[src/rtl/text_console_cursor_control_defines.svh]
// ----------------------------------------------------------------------------
// Text console cursor control: assertion macros
// Shorthand for the concurrent checks of the console cursor block.
// ----------------------------------------------------------------------------
`ifndef TEXT_CONSOLE_CURSOR_CONTROL_DEFINES_SVH
`define TEXT_CONSOLE_CURSOR_CONTROL_DEFINES_SVH

// consequent checked in the same cycle
`define TCC_ASSERT_SAME(label, ante, cons, msg) \
    label: assert property (@(posedge clk) disable iff (!rst_n) (ante) |-> (cons)) \
        else $error(msg);

// consequent checked in the next cycle
`define TCC_ASSERT_NEXT(label, ante, cons, msg) \
    label: assert property (@(posedge clk) disable iff (!rst_n) (ante) |=> (cons)) \
        else $error(msg);

`endif

[src/rtl/tcc_pkg.sv]
// ----------------------------------------------------------------------------
// tcc_pkg
// Shared types, codes and helpers of the text console cursor controller.
// ----------------------------------------------------------------------------
`default_nettype none

package tcc_pkg;

    // screen limits
    localparam int MAX_COLS = 512;
    localparam int MAX_ROWS = 256;

    // widths
    localparam int CODE_W     = 8;
    localparam int CURCOL_W   = 10;  // cursor column, 0..cols
    localparam int CURROW_W   = 8;   // cursor row, 0..rows-1
    localparam int COLS_W     = 10;  // column count, 1..MAX_COLS
    localparam int ROWS_W     = 9;   // row count, 1..MAX_ROWS
    localparam int CELLCOL_W  = 9;
    localparam int CMD_W      = 2;
    localparam int CFG_IDX_W  = 2;
    localparam int CFG_DATA_W = 10;

    // configuration register indexes
    localparam logic [CFG_IDX_W-1:0] CFG_ENABLE   = 2'd0;
    localparam logic [CFG_IDX_W-1:0] CFG_NUM_COLS = 2'd1;
    localparam logic [CFG_IDX_W-1:0] CFG_NUM_ROWS = 2'd2;

    // configuration reset values
    localparam logic [COLS_W-1:0] COLS_RESET = 10'd80;
    localparam logic [ROWS_W-1:0] ROWS_RESET = 9'd25;

    // character codes
    localparam logic [CODE_W-1:0] CHAR_BS    = 8'd8;
    localparam logic [CODE_W-1:0] CHAR_TAB   = 8'd9;
    localparam logic [CODE_W-1:0] CHAR_NL    = 8'd10;
    localparam logic [CODE_W-1:0] CHAR_CR    = 8'd13;
    localparam logic [CODE_W-1:0] CHAR_FIRST = 8'd32;

    // result commands
    localparam logic [CMD_W-1:0] CMD_DRAW   = 2'd0;
    localparam logic [CMD_W-1:0] CMD_CLEAR  = 2'd1;
    localparam logic [CMD_W-1:0] CMD_SCROLL = 2'd2;

    // tab stop spacing mask (multiples of 4)
    localparam logic [CURCOL_W:0] TAB_MASK = ~(CURCOL_W+1)'(3);
    localparam logic [CURCOL_W:0] TAB_STEP = (CURCOL_W+1)'(4);

    // character classes
    typedef enum logic [2:0] {
        OP_NEWLINE,
        OP_RETURN,
        OP_BACKSPACE,
        OP_TAB,
        OP_PRINT,
        OP_IGNORE
    } op_t;

    // classified character between front and back
    typedef struct packed {
        op_t               op;
        logic [CODE_W-1:0] code;
    } item_t;

    // one result beat
    typedef struct packed {
        logic [CMD_W-1:0]     command;
        logic [CELLCOL_W-1:0] col;
        logic [CURROW_W-1:0]  row;
        logic [CODE_W-1:0]    glyph;
        logic                 last;
    } res_t;

    // configuration as seen by the datapath (counts already saturated)
    typedef struct packed {
        logic              enable;
        logic [COLS_W-1:0] cols;
        logic [ROWS_W-1:0] rows;
    } cfg_t;

    // column count: zero reads as one, above the limit saturates
    function automatic logic [COLS_W-1:0] clamp_cols(input logic [CFG_DATA_W-1:0] v);
        logic [COLS_W-1:0] r;
        r = v[COLS_W-1:0];
        if (r == '0)
            r = COLS_W'(1);
        else if (r > COLS_W'(MAX_COLS))
            r = COLS_W'(MAX_COLS);
        return r;
    endfunction

    // row count: low nine bits used; zero reads as one, above the limit saturates
    function automatic logic [ROWS_W-1:0] clamp_rows(input logic [CFG_DATA_W-1:0] v);
        logic [ROWS_W-1:0] r;
        r = v[ROWS_W-1:0];
        if (r == '0)
            r = ROWS_W'(1);
        else if (r > ROWS_W'(MAX_ROWS))
            r = ROWS_W'(MAX_ROWS);
        return r;
    endfunction

endpackage

`default_nettype wire

[src/rtl/tcc_front.sv]
// ----------------------------------------------------------------------------
// tcc_front
// Accepts character beats, classifies them and holds them in a two-entry
// queue for the cursor engine. Characters are dropped while disabled.
// ----------------------------------------------------------------------------
`default_nettype none

module tcc_front
(
    input  wire logic                       clk,
    input  wire logic                       rst_n,
    input  wire tcc_pkg::cfg_t              cfg,
    input  wire logic                       push,
    input  wire logic [tcc_pkg::CODE_W-1:0] char_code,
    output logic                            full,
    output logic                            item_valid,
    output tcc_pkg::item_t                  item,
    input  wire logic                       item_pop
);

    tcc_pkg::item_t q_reg [2];
    logic           wr_ptr_reg, wr_ptr_next;
    logic           rd_ptr_reg, rd_ptr_next;
    logic [1:0]     count_reg, count_next;
    tcc_pkg::item_t cls;
    logic           enq;
    logic           deq;

    // classify the incoming byte
    always_comb
    begin
        cls.code = char_code;
        case (char_code)
            tcc_pkg::CHAR_NL:  cls.op = tcc_pkg::OP_NEWLINE;
            tcc_pkg::CHAR_CR:  cls.op = tcc_pkg::OP_RETURN;
            tcc_pkg::CHAR_BS:  cls.op = tcc_pkg::OP_BACKSPACE;
            tcc_pkg::CHAR_TAB: cls.op = tcc_pkg::OP_TAB;
            default:
            begin
                if (char_code >= tcc_pkg::CHAR_FIRST)
                    cls.op = tcc_pkg::OP_PRINT;
                else
                    cls.op = tcc_pkg::OP_IGNORE;  // still pins the cursor
            end
        endcase
    end

    // queue control
    assign full       = (count_reg == 2'd2);
    assign item_valid = (count_reg != 2'd0);
    assign item       = q_reg[rd_ptr_reg];
    assign enq        = push && !full && cfg.enable;
    assign deq        = item_pop && item_valid;

    always_comb
    begin
        wr_ptr_next = enq ? ~wr_ptr_reg : wr_ptr_reg;
        rd_ptr_next = deq ? ~rd_ptr_reg : rd_ptr_reg;
        count_next  = count_reg;
        if (enq && !deq)
            count_next = count_reg + 2'd1;
        else if (!enq && deq)
            count_next = count_reg - 2'd1;
    end

    always_ff @(posedge clk or negedge rst_n)
    begin
        if (!rst_n)
        begin
            wr_ptr_reg <= 1'b0;
            rd_ptr_reg <= 1'b0;
            count_reg  <= 2'd0;
        end
        else
        begin
            wr_ptr_reg <= wr_ptr_next;
            rd_ptr_reg <= rd_ptr_next;
            count_reg  <= count_next;
        end
    end

    // queue storage
    always_ff @(posedge clk)
    begin
        if (enq)
            q_reg[wr_ptr_reg] <= cls;
    end

endmodule

`default_nettype wire

[src/rtl/tcc_back.sv]
// ----------------------------------------------------------------------------
// tcc_back
// Cursor engine: holds the cursor, carries out one classified character per
// cycle while out_full is low, and emits at most one result beat per cycle.
// ----------------------------------------------------------------------------
`default_nettype none

module tcc_back
(
    input  wire logic           clk,
    input  wire logic           rst_n,
    input  wire tcc_pkg::cfg_t  cfg,
    input  wire logic           item_valid,
    input  wire tcc_pkg::item_t item,
    output logic                item_pop,
    input  wire logic           out_full,
    output logic                res_valid,
    output tcc_pkg::res_t       res
);

    logic [tcc_pkg::CURCOL_W-1:0] col_reg, col_next;
    logic [tcc_pkg::CURROW_W-1:0] row_reg, row_next;

    logic [tcc_pkg::CURCOL_W-1:0] c0;
    logic [tcc_pkg::CURROW_W-1:0] r0;
    logic [tcc_pkg::ROWS_W-1:0]   row_max;
    logic                         at_last;
    logic [tcc_pkg::CURROW_W-1:0] row_down;
    logic [tcc_pkg::CURCOL_W:0]   tab_col;
    logic                         tab_wrap;
    logic                         wrap;
    logic [tcc_pkg::CURCOL_W-1:0] col_dec;
    logic                         fire;
    logic                         has_res;
    logic                         take;

    // cursor pinned into the current screen
    always_comb
    begin
        row_max  = cfg.rows - tcc_pkg::ROWS_W'(1);
        c0       = (col_reg > cfg.cols) ? cfg.cols : col_reg;
        r0       = ({1'b0, row_reg} > row_max) ? row_max[tcc_pkg::CURROW_W-1:0] : row_reg;
        at_last  = ({1'b0, r0} == row_max);
        row_down = at_last ? r0 : r0 + tcc_pkg::CURROW_W'(1);
        tab_col  = ({1'b0, c0} + tcc_pkg::TAB_STEP) & tcc_pkg::TAB_MASK;
        tab_wrap = (tab_col >= {1'b0, cfg.cols});
        wrap     = (c0 >= cfg.cols);
        col_dec  = c0 - tcc_pkg::CURCOL_W'(1);
    end

    // character execution
    always_comb
    begin
        col_next    = c0;
        row_next    = r0;
        has_res     = 1'b0;
        take        = 1'b1;
        res.command = tcc_pkg::CMD_SCROLL;
        res.col     = '0;
        res.row     = '0;
        res.glyph   = '0;
        res.last    = 1'b1;
        case (item.op)
            tcc_pkg::OP_NEWLINE:
            begin
                col_next = '0;
                row_next = row_down;
                has_res  = at_last;
            end
            tcc_pkg::OP_RETURN:
            begin
                col_next = '0;
            end
            tcc_pkg::OP_BACKSPACE:
            begin
                if (c0 != '0)
                begin
                    col_next    = col_dec;
                    has_res     = 1'b1;
                    res.command = tcc_pkg::CMD_CLEAR;
                    res.col     = col_dec[tcc_pkg::CELLCOL_W-1:0];
                    res.row     = r0;
                end
            end
            tcc_pkg::OP_TAB:
            begin
                if (tab_wrap)
                begin
                    col_next = '0;
                    row_next = row_down;
                    has_res  = at_last;
                end
                else
                begin
                    col_next = tab_col[tcc_pkg::CURCOL_W-1:0];
                end
            end
            tcc_pkg::OP_PRINT:
            begin
                has_res = 1'b1;
                if (wrap && at_last)
                begin
                    // scroll first; the item is not popped and draws when next carried out
                    col_next = '0;
                    res.last = 1'b0;
                    take     = 1'b0;
                end
                else if (wrap)
                begin
                    col_next    = tcc_pkg::CURCOL_W'(1);
                    row_next    = row_down;
                    res.command = tcc_pkg::CMD_DRAW;
                    res.row     = row_down;
                    res.glyph   = item.code;
                end
                else
                begin
                    col_next    = c0 + tcc_pkg::CURCOL_W'(1);
                    res.command = tcc_pkg::CMD_DRAW;
                    res.col     = c0[tcc_pkg::CELLCOL_W-1:0];
                    res.row     = r0;
                    res.glyph   = item.code;
                end
            end
            default:
            begin
                // ignored control code: the pinned cursor is kept
            end
        endcase
    end

    // handshake with the queues on both sides
    assign fire      = item_valid && !out_full;
    assign item_pop  = fire && take;
    assign res_valid = fire && has_res;

    always_ff @(posedge clk or negedge rst_n)
    begin
        if (!rst_n)
        begin
            col_reg <= '0;
            row_reg <= '0;
        end
        else if (fire)
        begin
            col_reg <= col_next;
            row_reg <= row_next;
        end
    end

endmodule

`default_nettype wire

[src/rtl/tcc_out_q.sv]
// ----------------------------------------------------------------------------
// tcc_out_q
// Two-entry result queue; the head drives the result ports.
// ----------------------------------------------------------------------------
`default_nettype none

module tcc_out_q
(
    input  wire logic                          clk,
    input  wire logic                          rst_n,
    input  wire logic                          res_valid,
    input  wire tcc_pkg::res_t                 res,
    output logic                               out_full,
    output logic                               empty,
    input  wire logic                          pop,
    output logic [tcc_pkg::CMD_W-1:0]          command,
    output logic [tcc_pkg::CELLCOL_W-1:0]      cell_column,
    output logic [tcc_pkg::CURROW_W-1:0]       cell_row,
    output logic [tcc_pkg::CODE_W-1:0]         glyph_code,
    output logic                               last_result
);

    tcc_pkg::res_t q_reg [2];
    tcc_pkg::res_t head;
    logic          wr_ptr_reg, wr_ptr_next;
    logic          rd_ptr_reg, rd_ptr_next;
    logic [1:0]    count_reg, count_next;
    logic          enq;
    logic          deq;

    // queue control
    assign out_full = (count_reg == 2'd2);
    assign empty    = (count_reg == 2'd0);
    assign enq      = res_valid && !out_full;
    assign deq      = pop && !empty;

    always_comb
    begin
        wr_ptr_next = enq ? ~wr_ptr_reg : wr_ptr_reg;
        rd_ptr_next = deq ? ~rd_ptr_reg : rd_ptr_reg;
        count_next  = count_reg;
        if (enq && !deq)
            count_next = count_reg + 2'd1;
        else if (!enq && deq)
            count_next = count_reg - 2'd1;
    end

    always_ff @(posedge clk or negedge rst_n)
    begin
        if (!rst_n)
        begin
            wr_ptr_reg <= 1'b0;
            rd_ptr_reg <= 1'b0;
            count_reg  <= 2'd0;
        end
        else
        begin
            wr_ptr_reg <= wr_ptr_next;
            rd_ptr_reg <= rd_ptr_next;
            count_reg  <= count_next;
        end
    end

    // queue storage
    always_ff @(posedge clk)
    begin
        if (enq)
            q_reg[wr_ptr_reg] <= res;
    end

    // head beat to the ports
    assign head        = q_reg[rd_ptr_reg];
    assign command     = head.command;
    assign cell_column = head.col;
    assign cell_row    = head.row;
    assign glyph_code  = head.glyph;
    assign last_result = head.last;

endmodule

`default_nettype wire

[src/rtl/text_console_cursor_control.sv]
// ----------------------------------------------------------------------------
// text_console_cursor_control
// Character stream in, cell commands (draw, clear, scroll) out.
// ----------------------------------------------------------------------------
// Takes one character byte per cycle while full is low and turns it into
// 0, 1 or 2 cell command beats, the final beat of each character flagged by
// last_result. An accepted character is registered in the front queue, then
// passes through the cursor engine into the result queue, whose head drives
// the result ports. The cursor engine carries out one character per cycle
// while the result queue has room and writes at most one result per cycle,
// so a printable character that wraps on the last row is carried out as a
// scroll beat followed by a draw beat. Both queues hold two entries; while
// pop keeps up, full rises only after a printable character that wraps on
// the last row, whose extra engine step lets the front queue fill.
// Configuration writes are accepted every cycle (cfg_ready is tied high) and
// should only be issued while no character is in flight.
// ----------------------------------------------------------------------------
`default_nettype none

`include "text_console_cursor_control_defines.svh"

module text_console_cursor_control
(
    input  wire logic                           clk,
    input  wire logic                           rst_n,
    // configuration write channel
    input  wire logic                           cfg_valid,
    output logic                                cfg_ready,
    input  wire logic [tcc_pkg::CFG_IDX_W-1:0]  cfg_index,
    input  wire logic [tcc_pkg::CFG_DATA_W-1:0] cfg_data,
    // character input
    input  wire logic                           push,
    output logic                                full,
    input  wire logic [tcc_pkg::CODE_W-1:0]     char_code,
    // result output
    output logic                                empty,
    input  wire logic                           pop,
    output logic [tcc_pkg::CMD_W-1:0]           command,
    output logic [tcc_pkg::CELLCOL_W-1:0]       cell_column,
    output logic [tcc_pkg::CURROW_W-1:0]        cell_row,
    output logic [tcc_pkg::CODE_W-1:0]          glyph_code,
    output logic                                last_result
);

    tcc_pkg::cfg_t  cfg_reg;
    tcc_pkg::cfg_t  cfg_next;
    logic           item_valid;
    tcc_pkg::item_t item;
    logic           item_pop;
    logic           out_full;
    logic           res_valid;
    tcc_pkg::res_t  res;

    // configuration registers
    assign cfg_ready = 1'b1;

    always_comb
    begin
        cfg_next = cfg_reg;
        if (cfg_valid && cfg_ready)
        begin
            case (cfg_index)
                tcc_pkg::CFG_ENABLE:   cfg_next.enable = cfg_data[0];
                tcc_pkg::CFG_NUM_COLS: cfg_next.cols   = tcc_pkg::clamp_cols(cfg_data);
                tcc_pkg::CFG_NUM_ROWS: cfg_next.rows   = tcc_pkg::clamp_rows(cfg_data);
                default:               cfg_next        = cfg_reg;
            endcase
        end
    end

    always_ff @(posedge clk or negedge rst_n)
    begin
        if (!rst_n)
        begin
            cfg_reg.enable <= 1'b0;
            cfg_reg.cols   <= tcc_pkg::COLS_RESET;
            cfg_reg.rows   <= tcc_pkg::ROWS_RESET;
        end
        else
        begin
            cfg_reg <= cfg_next;
        end
    end

    // input side: classify and queue
    tcc_front u_front
    (
        .clk        (clk),
        .rst_n      (rst_n),
        .cfg        (cfg_reg),
        .push       (push),
        .char_code  (char_code),
        .full       (full),
        .item_valid (item_valid),
        .item       (item),
        .item_pop   (item_pop)
    );

    // cursor engine
    tcc_back u_back
    (
        .clk        (clk),
        .rst_n      (rst_n),
        .cfg        (cfg_reg),
        .item_valid (item_valid),
        .item       (item),
        .item_pop   (item_pop),
        .out_full   (out_full),
        .res_valid  (res_valid),
        .res        (res)
    );

    // result side
    tcc_out_q u_out_q
    (
        .clk         (clk),
        .rst_n       (rst_n),
        .res_valid   (res_valid),
        .res         (res),
        .out_full    (out_full),
        .empty       (empty),
        .pop         (pop),
        .command     (command),
        .cell_column (cell_column),
        .cell_row    (cell_row),
        .glyph_code  (glyph_code),
        .last_result (last_result)
    );

    // checks
    `TCC_ASSERT_NEXT(a_enabled_char_queued, (push && !full && cfg_reg.enable), (item_valid), "accepted character not queued for the cursor engine")
    `TCC_ASSERT_NEXT(a_scroll_keeps_item, (res_valid && !res.last), (item_valid), "character dropped after its scroll beat")
    `TCC_ASSERT_NEXT(a_scroll_then_draw, (!empty && pop && command == tcc_pkg::CMD_SCROLL && !last_result), (empty || (command == tcc_pkg::CMD_DRAW && cell_column == '0)), "non-final scroll not followed by a draw at column zero")

endmodule

`default_nettype wire
[config.mk]
export PLATFORM = sky130hd
export DESIGN_NAME = text_console_cursor_control
export DESIGN_NICKNAME = d
export VERILOG_FILES = /design/src/rtl/tcc_pkg.sv /design/src/rtl/tcc_front.sv /design/src/rtl/tcc_back.sv /design/src/rtl/tcc_out_q.sv /design/src/rtl/text_console_cursor_control.sv
export VERILOG_INCLUDE_DIRS = /design/src /design/src/rtl
export SDC_FILE = /design/constraint.sdc
export NUM_CORES = 1
export LEC_CHECK = 0
export BUFFER_PORTS_ARGS = -buffer_cell sky130_fd_sc_hd__buf_2
export CAP_MARGIN = 15
export CORE_UTILIZATION = 55
export DETAILED_ROUTE_END_ITERATION = 7
export PLACE_DENSITY = 0.81
export SLEW_MARGIN = 20
export SYNTH_ARGS = -nofsm -noshare
export SYNTH_HDL_FRONTEND = slang
export SYNTH_SLANG_ARGS = --single-unit
[constraint.sdc]
create_clock -name clk -period 6.8 [get_ports clk]
set_input_delay 1.02 -clock clk [delete_from_list [all_inputs] [get_ports clk]]
set_output_delay 1.02 -clock clk [all_outputs]
set_load 0.01 [all_outputs]
---- Word level (Yosys, flattened, before mapping) ----
Memory sizes are Yosys's and may differ from the RTL's.
Index checks and enable logic that the tools add are counted.
storage, ports and cells
  flip-flop bits (word level) ............. 46
  RAM bits ................................ 78
  output and inout bits ................... 31
  memories ................................ 2
memories
  memory         words  bits a word  rd ports  clocked after Yosys merged registers in  wr ports  RTL line         text
  u_out_q.q_reg  2      28           1         0                                        1         tcc_out_q.sv:23  tcc_pkg::res_t q_reg [2];
  u_front.q_reg  2      11           1         0                                        1         tcc_front.sv:21  tcc_pkg::item_t q_reg [2];
operators by class
  $add $sub $neg .......................... 9
  order comparisons ....................... 7
  equality and inequality tests ........... 13
  muxes and demuxes ....................... 37
  bitwise gates (word level) .............. 4
  reductions and logical operators ........ 33
operator list
  cell                     count
  $mux W10                 7
  $mux W8                  5
  $pmux W10 S4             1
  $pmux W19 S2             1
  $mux W9                  4
  $eq A8 B4 Y1 const B     4
  $mux W27                 1
  $pmux W8 S3              1
  $mux W19                 1
  $mux W16                 1
  $logic_and A1 B1 Y1      13
  $pmux W3 S4              1
  $add A10 B3 Y11 const B  1
  $ge A11 B10 Y1           1
  $add A10 B1 Y10 const B  1
  $ge A10 B10 Y1           1
  $gt A10 B10 Y1           1
  $gt A10 B10 Y1 const B   1
  $logic_not A10 Y1        1
  $reduce_bool A10 Y1      1
  $sub A10 B1 Y10 const B  1
  $eq A8 B9 Y1             1
  $gt A8 B9 Y1             1
  $gt A9 B9 Y1 const B     1
  other kinds (21)         51

---- Depth between registers and ports, before layout ----
Gate-level depths: netlist (run 1).
  word-level depth ........................ 12
  mapped depth ............................ 26

---- By module ----
A second synthesis (run 1) with hierarchy kept.
second synthesis, totals
  cells, all modules ...................... 805
  area total of the unflattened synthesis .. 8091.5 um2
modules (own cells, without submodules)
  module                       times used  cells each  area an instance (um2)  sequential area each (um2)
  tcc_back                     1           553         3902.5                  450.4
  tcc_out_q                    1           106         2264.7                  1781.7
  tcc_front                    1           58          1044.8                  760.7
  text_console_cursor_control  1           88          879.6                   506.7

---- Worst setup path before layout (run 1) ----
Ideal clock, no wire load.
  path kind ............................... flip-flop to flip-flop
  from .................................... register cfg_reg[13] (netlist name)
  to ...................................... memory u_out_q.q_reg[0][0] (netlist name), enable pin
  library setup time ...................... 413 ps
  data arrival time ....................... 5379 ps
  slack ................................... 1009 ps
  stages on the path, launching flop included .. 21
  buffers on the path ..................... 3
  clock period less this slack ............ 5791 ps
  path through ............................ dfstp_2 > inv_1 > ha_1 > o21ai_0 > nor2_1 > or4_1 > buf_2 > nand2_1 > buf_4 > buf_4 > a21oi_1 > inv_1 > ha_1 > ha_1 > or4b_2 > nand3_1 > a221o_1 > o31ai_1 > a21oi_1 > o21ai_1 > nor2_1
on the way
  longest elaborated chain between the ends .. 10
  elaborated cells on any way between the ends .. 12
  classes of those cells .................. add/sub: 1; order compare: 2; mux: 6; reduce/logical: 3
RTL lines
  item                               RTL line                           text
  start: declaration                 text_console_cursor_control.sv:45  tcc_pkg::cfg_t cfg_reg;
  start signal: assignment           text_console_cursor_control.sv:81  cfg_reg <= cfg_next;
  $gt A10 B10 Y1                     tcc_back.sv:41                     c0 = (col_reg > cfg.cols) ? cfg.cols : col_reg;
  $mux W10                           tcc_back.sv:41
  $add A10 B3 Y11                    tcc_back.sv:45                     tab_col = ({1'b0, c0} + tcc_pkg::TAB_STEP) & tcc_pkg::TAB_MASK;
  $ge A11 B10 Y1                     tcc_back.sv:46                     tab_wrap = (tab_col >= {1'b0, cfg.cols});
  $mux W1                            tcc_back.sv:87                     if (tab_wrap)
  $pmux W1 S4 (*)                    tcc_back.sv:63                     case (item.op)
  $logic_and A1 B1 Y1 (*)            tcc_back.sv:135                    assign res_valid = fire && has_res;
  $logic_and A1 B1 Y1 (*)            tcc_out_q.sv:34                    assign enq = res_valid && !out_full;
  $mux W1 (*)                        tcc_out_q.sv:67                    if (enq)
  $mux W1 (not written as such) (*)  tcc_out_q.sv:68                    q_reg[wr_ptr_reg] <= res;
  end: declaration                   tcc_out_q.sv:23
Every way passes the cells marked *; elsewhere a longest branch is shown, timed or not.

---- Worst setup path in the final report (run 1) ----
  from .................................... register cfg_reg[13] (netlist name)
  to ...................................... register u_out_q.count_reg[1]
on the way
  longest elaborated chain between the ends .. 11
  elaborated cells on any way between the ends .. 15
  classes of those cells .................. add/sub: 1; order compare: 2; mux: 5; reduce/logical: 7
RTL lines
  item                                 RTL line         text
  $gt A10 B10 Y1                       tcc_back.sv:41
  $mux W10                             tcc_back.sv:41
  $add A10 B3 Y11                      tcc_back.sv:45
  $ge A11 B10 Y1                       tcc_back.sv:46
  $mux W1                              tcc_back.sv:87
  $pmux W1 S4 (*)                      tcc_back.sv:63
  $logic_and A1 B1 Y1 (*)              tcc_back.sv:135
  $logic_and A1 B1 Y1 (*)              tcc_out_q.sv:34
  net u_out_q.enq                      tcc_out_q.sv:28  logic enq;
  $logic_not A1 Y1                     tcc_out_q.sv:44  else if (!enq && deq)
  $logic_and A1 B1 Y1                  tcc_out_q.sv:44
  $reduce_bool A2 Y1 (no source line)  -
  end signal: assignment               tcc_out_q.sv:60  count_reg <= count_next;
  end: declaration                     tcc_out_q.sv:27  logic [1:0] count_reg, count_next;
Mark *: on every way through the listed nets, which the timed path passes. The rest lies on a longest branch.
A chain may end at the register's enable or synchronous reset.

==> summary.md, run 1 <==
| Metric | Value |
|---|---|
| First-pass DRT Iterations | `5` |
| Synth async-reset ratio | `37.1%` |
| DRT iter0 DRCs | `733` |
| Global-route wire length before repair | `between 30000 and 40000 um` |
| Worst Path Max Fanout | `9` |
| Synthesis-to-finish area growth | `12.9%` |
| CP arrival | `approximately 6.3 ns` |
| Setup TNS | `0 ns` |
| Post-CTS setup buffers | `0` |
| IO Pins | `56` |
| Min Clock Period, post-route | `between 5 and 6 ns` |
| Mapped cell area | `slightly below 8000 sq um` |
| CTS tree | `done` |
| Total number of vias | `6537` |
| Total wire length | `approximately 21000 um` |
| Mean Syn Cell Area | `10.2 sq um` |
| Final Hold Viols | `0` |
| Crit-path slowest cell | `or4_1` |
| Achievable clock frequency | `0.168 GHz` |
| Crit path kind | `reg2reg` |
| Via density | `6.38` |
| PwrDens | `530 nW/um^2` |
| CP top delay family | `compound AO/OA/AOI/OAI gates` |
| Crit-path cells | `inv_1, ha_1, a211oi_1, nor2_1, or4_1, nand2_1, a21oi_1, inv_1, ha_1, o21ai_0, xnor2_1, ha_1, o21ai_0, a221oi_1, a221o_1, o31ai_1, a21oi_1, o21ai_1, inv_1, ha_1, xor2_1, nor2_1, xnor2_1` |
| Commonest cells in the netlist | `78 x edfxtp_1, 75 x nand2_1, 55 x o21ai_0, 46 x ha_1, 46 x nor2_1` |
| Number of remaining DRC errors | `0` |
| WL/cell | `20.6 um` |
| Diodes inserted | `0` |
| Post-synth EDFFs | `78` |
| Post-CTS Resized | `0` |
| Max-cap violations | `0` |
| Xor and xnor area share after synthesis | `4.44%` |
| Top_reg_cell synth | `edfxtp_1` |
| GPL Wtd Cong | `1.00` |
| Initial antenna violation count | `0` |
| Total CTS buffers | `17` |
| Cells after synthesis | `approximately 780` |
| Vias in the first global route | `about 6300` |
| LEAKAGE | `around 0.0036 uW` |
| Core Box Area | `13900 sq um` |
| Synth Area in Compound Gates | `17.1%` |
| Post-synthesis net count | `849` |
| Data required, critical path | `7.13 ns` |
| Most common cell in the netlist | `edfxtp_1` |
| Clock latency at the later pin of the worst-skew pair | `0.42 ns` |
| Die area | `~15000 sq um` |
| CTS root buf | `clkbuf_16` |
| CTS Buffer Depth | `2` |
| Largest stage delay, worst path | `0.63 ns` |
| Clock Skew | `0.0102 ns` |
| Layout filler cell count | `approximately 1100` |
| Slew Limit Headroom | `31.6%` |
| Die Y-Extent | `122 um` |
| Simple logic cell fraction of the synthesized area | `15.2%` |
| Largest net degree at the start of global routing | `47` |
| CP bufs+invs | `3` |
| Top cells by area, synth | `edfxtp_1 30%, dfrtp_1 13%, ha_1 7.3%` |
| Detailed Place HPWL | `about 15000 um` |
| Gr ovfl total | `0` |
| RSZ-0062 raised after global routing | `false` |
| Hold buffers post-CTS | `0` |
| Post-Synth Adder-Cell Area | `7.41%` |
| VDD IR max | `0.254 mV` |
| Share of cells above drive strength 1 | `19.3%` |
| Final setup fails | `0` |
| Mux contribution to synthesized area | `7.64%` |
| H-tree lvl count | `4` |
| Placed inst area | `8340 sq um` |
| Largest area contributor in the netlist | `edfxtp_1` |
| Sequential area share after synthesis | `44.3%` |
| Tot GR Track Use | `30.2%` |
| Flops & latches, synth | `124` |
| # rows | `43` |
| Hold Crit Class | `reg2reg` |
| Final ANT Viol Nets | `0` |
| Nets | `about 900` |
| Final slew viol count | `0` |
| CTS clk-pin slew, worst paths | `0.06 ns` |
| Yosys top cell area share | `29.7%` |
| Yosys Warn Count | `0` |
| Final Cell Area | `8920 sq um` |
| Outcome | `complete, no violations` |
| Max FFs per register | `between 50 and 60` |
| Most frequent CP cell | `ha_1` |
| Crit path launch type | `flip-flop` |
| Main combinational cell family by area after synthesis | `compound AO/OA/AOI/OAI gates` |
| Actual slew at the worst max-slew pin | `1.02 ns` |
| Crit. End Element | `flip-flop` |
| Synth unique cells | `77` |
| Initial Utilization | `roughly 57%` |
| Clk sinks | `124` |
| # port buffers | `54` |
| Die width | `122 um` |
| Final Cycle Share | `87.7%` |
[worst paths after layout]
kind	start	end	slack, ns	cells after the start
worst max-delay path	cfg_reg[13]	u_out_q.count_reg[1]	0.84	23
worst min-delay path	u_out_q.rd_ptr_reg	u_out_q.rd_ptr_reg	0.48	1
worst max register to register	cfg_reg[13]	u_out_q.count_reg[1]	0.84	23
worst min register to register	u_out_q.rd_ptr_reg	u_out_q.rd_ptr_reg	0.48	1
max in group asynchronous	rst_n	cfg_reg[11]	5.68	2
min in group asynchronous	rst_n	u_front.count_reg[0]	0.70	2
[power breakdown]
group	switching (uW)	total [uW]	internal, uW
sequential	214	1220	1010
combinational	1630	2630	1010
clock	391	879	488
[logic make-up after synthesis]
kind of cell / count (synthesis)
compound gates: 204
xor+xnor: 36
fa+ha+maj: 47
buf+inv: 72
flops: 124
mux: 56
other cells: 1
simple gates: 238
[cell usage in the layout (no fill, tap or decap), types with 6 or more instances in the layout]
cell / instances
a211oi_1: 7
a21o_1: 6
a21oi_1: 42
a22o_1: 9
buf_2: 54
buf_4: 14
clkbuf_16: 17
dfrtp_1: 41
edfxtp_1: 78
ha_1: 46
inv_1: 38
inv_8: 6
mux2_2: 34
mux2i_1: 22
nand2_1: 75
nand2b_1: 12
nand3_1: 16
nand4_1: 14
nor2_1: 44
nor2b_1: 8
nor3_1: 21
nor4_1: 7
o211ai_1: 10
o21ai_0: 55
o21ai_1: 7
o22ai_1: 8
or3_1: 6
xnor2_1: 22
xor2_1: 11
[stage by stage]
stage                     power (uW)  hold WS (ns)  util (%)  std cells  setup slack [ns]
after floorplan                 3080         0.448         -        778              1.01
after global placement          3760         0.474      59.9        993             0.985
after detailed placement        3770         0.478      59.9        993             0.928
after CTS                       4670         0.486      64.0       1025             0.905
after global routing            5060         0.492      64.0       1025             0.338
final                           4730         0.478      64.0       1025             0.836
[per-layer routing]
layer / up-vias / share of wire (%) / track usage, %
met3: 55 / 9.5 / 5.85
li1: 3034 / - / -
met4: 0 / 3.5 / 12.4
met5: - / 0 / 0
met2: 383 / 45 / 46.0
met1: 3065 / 42 / 42.1
[final cells by class]
cell class	count	area (sq um)	area share [%]
Timing Repair Buffer	68	375	4.21
Inverter	39	146	1.64
Multi-Input combinational cell	582	4100	45.9
Tap cell	180	225	2.52
Sequential cell	124	3500	39.2
Clock inverter	15	150	1.68
Clock buffer	17	425	4.77
[worst register-to-register path, delay by kind of cell (launching register included)]
family	cells	cell delay (ns)
XOR/XNOR	3	0.52
flip-flops	1	0.56
AND/OR/NAND/NOR	4	1.12
adder cells (fa/ha/maj)	4	0.99
buffers and inverters	3	0.37
AO/OA/AOI/OAI	9	2.32
(Power assumes the default switching activity.)
==> inputs of run 2 (changes only) <==
--- a/config.mk
+++ b/config.mk
@@ -11,6 +11,7 @@
 export CORE_UTILIZATION = 55
 export DETAILED_ROUTE_END_ITERATION = 7
 export PLACE_DENSITY = 0.81
+export RECOVER_POWER = 50
 export SLEW_MARGIN = 20
 export SYNTH_ARGS = -nofsm -noshare
 export SYNTH_HDL_FRONTEND = slang
==> run 2 against run 1 <==
The flow now finishes with violations (max-capacitance violations, max-slew violations). Cell count did not move. Worst setup slack got worse by 0.00086 ns. Combinational power about the same. Non-clock buffer count did not move. Global-route usage is the same. Critical endpoint unchanged. Largest cell class unchanged.
==> summary.md, run 2 (same netlist as run 1, synthesis figures left out) <==
| Metric | Value |
|---|---|
| Combinational power share | `55.6% (about the same)` |
| Post-CTS Resized | `0 (unchanged)` |
| Violated checks | `max-capacitance violations, max-slew violations` |
| CTS Buffer Depth | `2 (unchanged)` |
| Clock share of power | `18.6% (about the same)` |
| Crit. End Element | `flip-flop (unchanged)` |
| Die width | `122 um (unchanged)` |
| Max FFs per register | `56 (unchanged)` |
| LEAKAGE | `0.00346 uW (was 0.00357 uW)` |
| Initial Utilization | `56.7% (unchanged)` |
| Largest net degree at the start of global routing | `47 (unchanged)` |
| Hold Crit Class | `reg2reg (unchanged)` |
| RSZ-0062 raised after global routing | `false (unchanged)` |
| PwrDens | `532 nW/um^2 (was 530 nW/um^2)` |
| Achievable clock frequency | `0.168 GHz (about the same)` |
| Core Box Area | `13900 sq um (unchanged)` |
| Internal power | `2480 uW (was 2500 uW)` |
| Die area | `14800 sq um (unchanged)` |
| Final WS setup | `0.835 ns (was 0.836 ns)` |
| Slew Limit Headroom | `-74.3% (was 31.6%)` |
| Most frequent cells in the layout | `78 x edfxtp_1, 75 x nand2_1, 55 x o21ai_0, 46 x ha_1, 44 x nor2_1 (was 78 x edfxtp_1, 75 x nand2_1, 55 x o21ai_0, 54 x buf_2, 46 x ha_1)` |
| Final ANT Viol Nets | `0 (unchanged)` |
| Leading cell type in the layout, fill and taps excluded | `edfxtp_1 (unchanged)` |
| Final Hold Viols | `0 (unchanged)` |
| Clock Skew | `0.0107 ns (was 0.0102 ns)` |
| Data required, critical path | `7.13 ns (about the same)` |
| Global-route met1 utilization | `42.1% (unchanged)` |
| Total number of vias | `6543 (was 6537)` |
| Diodes inserted | `0 (unchanged)` |
| Detailed Place HPWL | `15000 um (unchanged)` |
| M3 GR Usage | `5.85% (unchanged)` |
| First-pass DRT Iterations | `5 (unchanged)` |
| Nets | `903 (unchanged)` |
| Crit path kind | `reg2reg (unchanged)` |
| # rows | `43 (unchanged)` |
| Met2 Usage GRT | `46.0% (unchanged)` |
| Psw | `2230 uW (about the same)` |
| Vias in the first global route | `6259 (unchanged)` |
| H-tree lvl count | `4 (unchanged)` |
| Actual slew at the worst max-slew pin | `2.61 ns (was 1.02 ns)` |
| Final setup fails | `0 (unchanged)` |
| Post-CTS setup buffers | `0 (unchanged)` |
| WL/cell | `20.7 um (was 20.6 um)` |
| Most Crowded Layer GR | `met2 (unchanged)` |
| Global-route wire length before repair | `33800 um (unchanged)` |
| Clock latency at the later pin of the worst-skew pair | `0.42 ns (about the same)` |
| Total CTS buffers | `17 (unchanged)` |
| Layout filler cell count | `1096 (was 1064)` |
| CTS root buf | `clkbuf_16 (unchanged)` |
| CTS tree | `done (unchanged)` |
| Via density | `6.38 (about the same)` |
| Synthesis-to-finish area growth | `12.2% (was 12.9%)` |
| # port buffers | `54 (unchanged)` |
| Initial antenna violation count | `0 (unchanged)` |
| Sequential fraction of design power | `25.9% (was 25.8%)` |
| Total wire length | `21200 um (was 21100 um)` |
| CP arrival | `6.30 ns (about the same)` |
| Die Y-Extent | `122 um (unchanged)` |
| Clk sinks | `124 (unchanged)` |
| Hold buffers post-CTS | `0 (unchanged)` |
| Final slew viol count | `76 (was 0)` |
| Setup TNS | `0 ns (unchanged)` |
| Dpl cells | `993 (unchanged)` |
| VDD IR max | `0.255 mV (was 0.254 mV)` |
| DRT iter0 DRCs | `757 (was 733)` |
| Post-Layout Cell Count | `1025 (unchanged)` |
| Gr ovfl total | `0 (unchanged)` |
| Pre-CTS setup slack | `0.928 ns (unchanged)` |
| Number of remaining DRC errors | `0 (unchanged)` |
| IO Pins | `56 (unchanged)` |
| Crit path launch type | `flip-flop (unchanged)` |
| Max-cap violations | `2 (was 0)` |
| Tot GR Track Use | `30.2% (unchanged)` |
| Min Clock Period, post-route | `5.97 ns (was 5.96 ns)` |
| Final Cycle Share | `87.7% (about the same)` |
| Share of cells above drive strength 1 | `14.6% (was 19.3%)` |
| CTS clk-pin slew, worst paths | `0.06 ns (about the same)` |
| Worst Path Max Fanout | `9 (unchanged)` |
| Outcome | `complete, but fails checks (was complete, no violations)` |
| GPL Wtd Cong | `1.00 (unchanged)` |
| Switch share | `47.3% (was 47.1%)` |
[run 2: cell count changes in the layout (fill, tap and decap cells not counted), sizes merged]
cell    change
buf        -40
clkbuf     +40
[run 2: cell type report]
class	instances	area, sq um	share of cell area, %
Multi-Input combinational cell	582	4100	46.2
Sequential cell	124	3500	39.5
Clock buffer	17	425	4.80
Timing Repair Buffer	68	318	3.59
Tap cell	180	225	2.54
Clock inverter	15	150	1.69
Inverter	39	146	1.65
[run 2: worst max-delay path, cell delays in order, from the launching register on]
cell and delay, ns:
dfstp_2 0.56, inv_1 0.18, ha_1 0.27, a211oi_1 0.24
nor2_1 0.10, or4_1 0.63, nand2_1 0.26, a21oi_1 0.23
inv_1 0.11, ha_1 0.22, o21ai_0 0.13, xnor2_1 0.24
ha_1 0.29, o21ai_0 0.09, a221oi_1 0.11, a221o_1 0.38
o31ai_1 0.62, a21oi_1 0.15, o21ai_1 0.38, inv_1 0.09
ha_1 0.20, xor2_1 0.15, nor2_1 0.12, xnor2_1 0.13
[run 2: metrics by stage]
step                      power (uW)  hold WS [ns]  utilization [%]  cell area [sq um]
after floorplan                 3080         0.448                -               7900
after global placement          3760         0.474             59.9               8340
after CTS                       4670         0.486             64.0               8920
final                           4720         0.476             63.6               8860
after global routing            5050         0.491             63.6               8860
after detailed placement        3770         0.478             59.9               8340
[run 2: path summary, 6_finish.rpt]
check                                   start                    to  slack, ns  cells after the start
setup / recovery                  cfg_reg[13]  u_out_q.count_reg[1]       0.83                     23
hold reg to reg            u_out_q.rd_ptr_reg    u_out_q.rd_ptr_reg       0.48                      1
hold / removal             u_out_q.rd_ptr_reg    u_out_q.rd_ptr_reg       0.48                      1
min in group asynchronous               rst_n  u_front.count_reg[0]       1.51                      2
setup reg to reg                  cfg_reg[13]  u_out_q.count_reg[1]       0.83                     23
max in group asynchronous               rst_n     u_back.col_reg[8]       3.80                      2
[run 2: routing by layer]
layer | vias up | share of wire (%)
met1 | 3078 | 43
met4 | 0 | 3.5
li1 | 3039 | -
met2 | 369 | 45
met5 | - | 0
met3 | 57 | 8.5
[run 2: power by group through the flow]
| stage | clock network (uW) | registers (uW) | logic [uW] |
|---|---|---|---|
| 3_5_place_dp | 0 | 1220 | 2550 |
| 6_report | 877 | 1220 | 2620 |
| 2_1_floorplan | 0 | 1120 | 1970 |
| 3_3_place_gp | 0 | 1210 | 2550 |
| 5_1_grt | 922 | 1230 | 2890 |
| 4_1_cts | 885 | 1210 | 2570 |
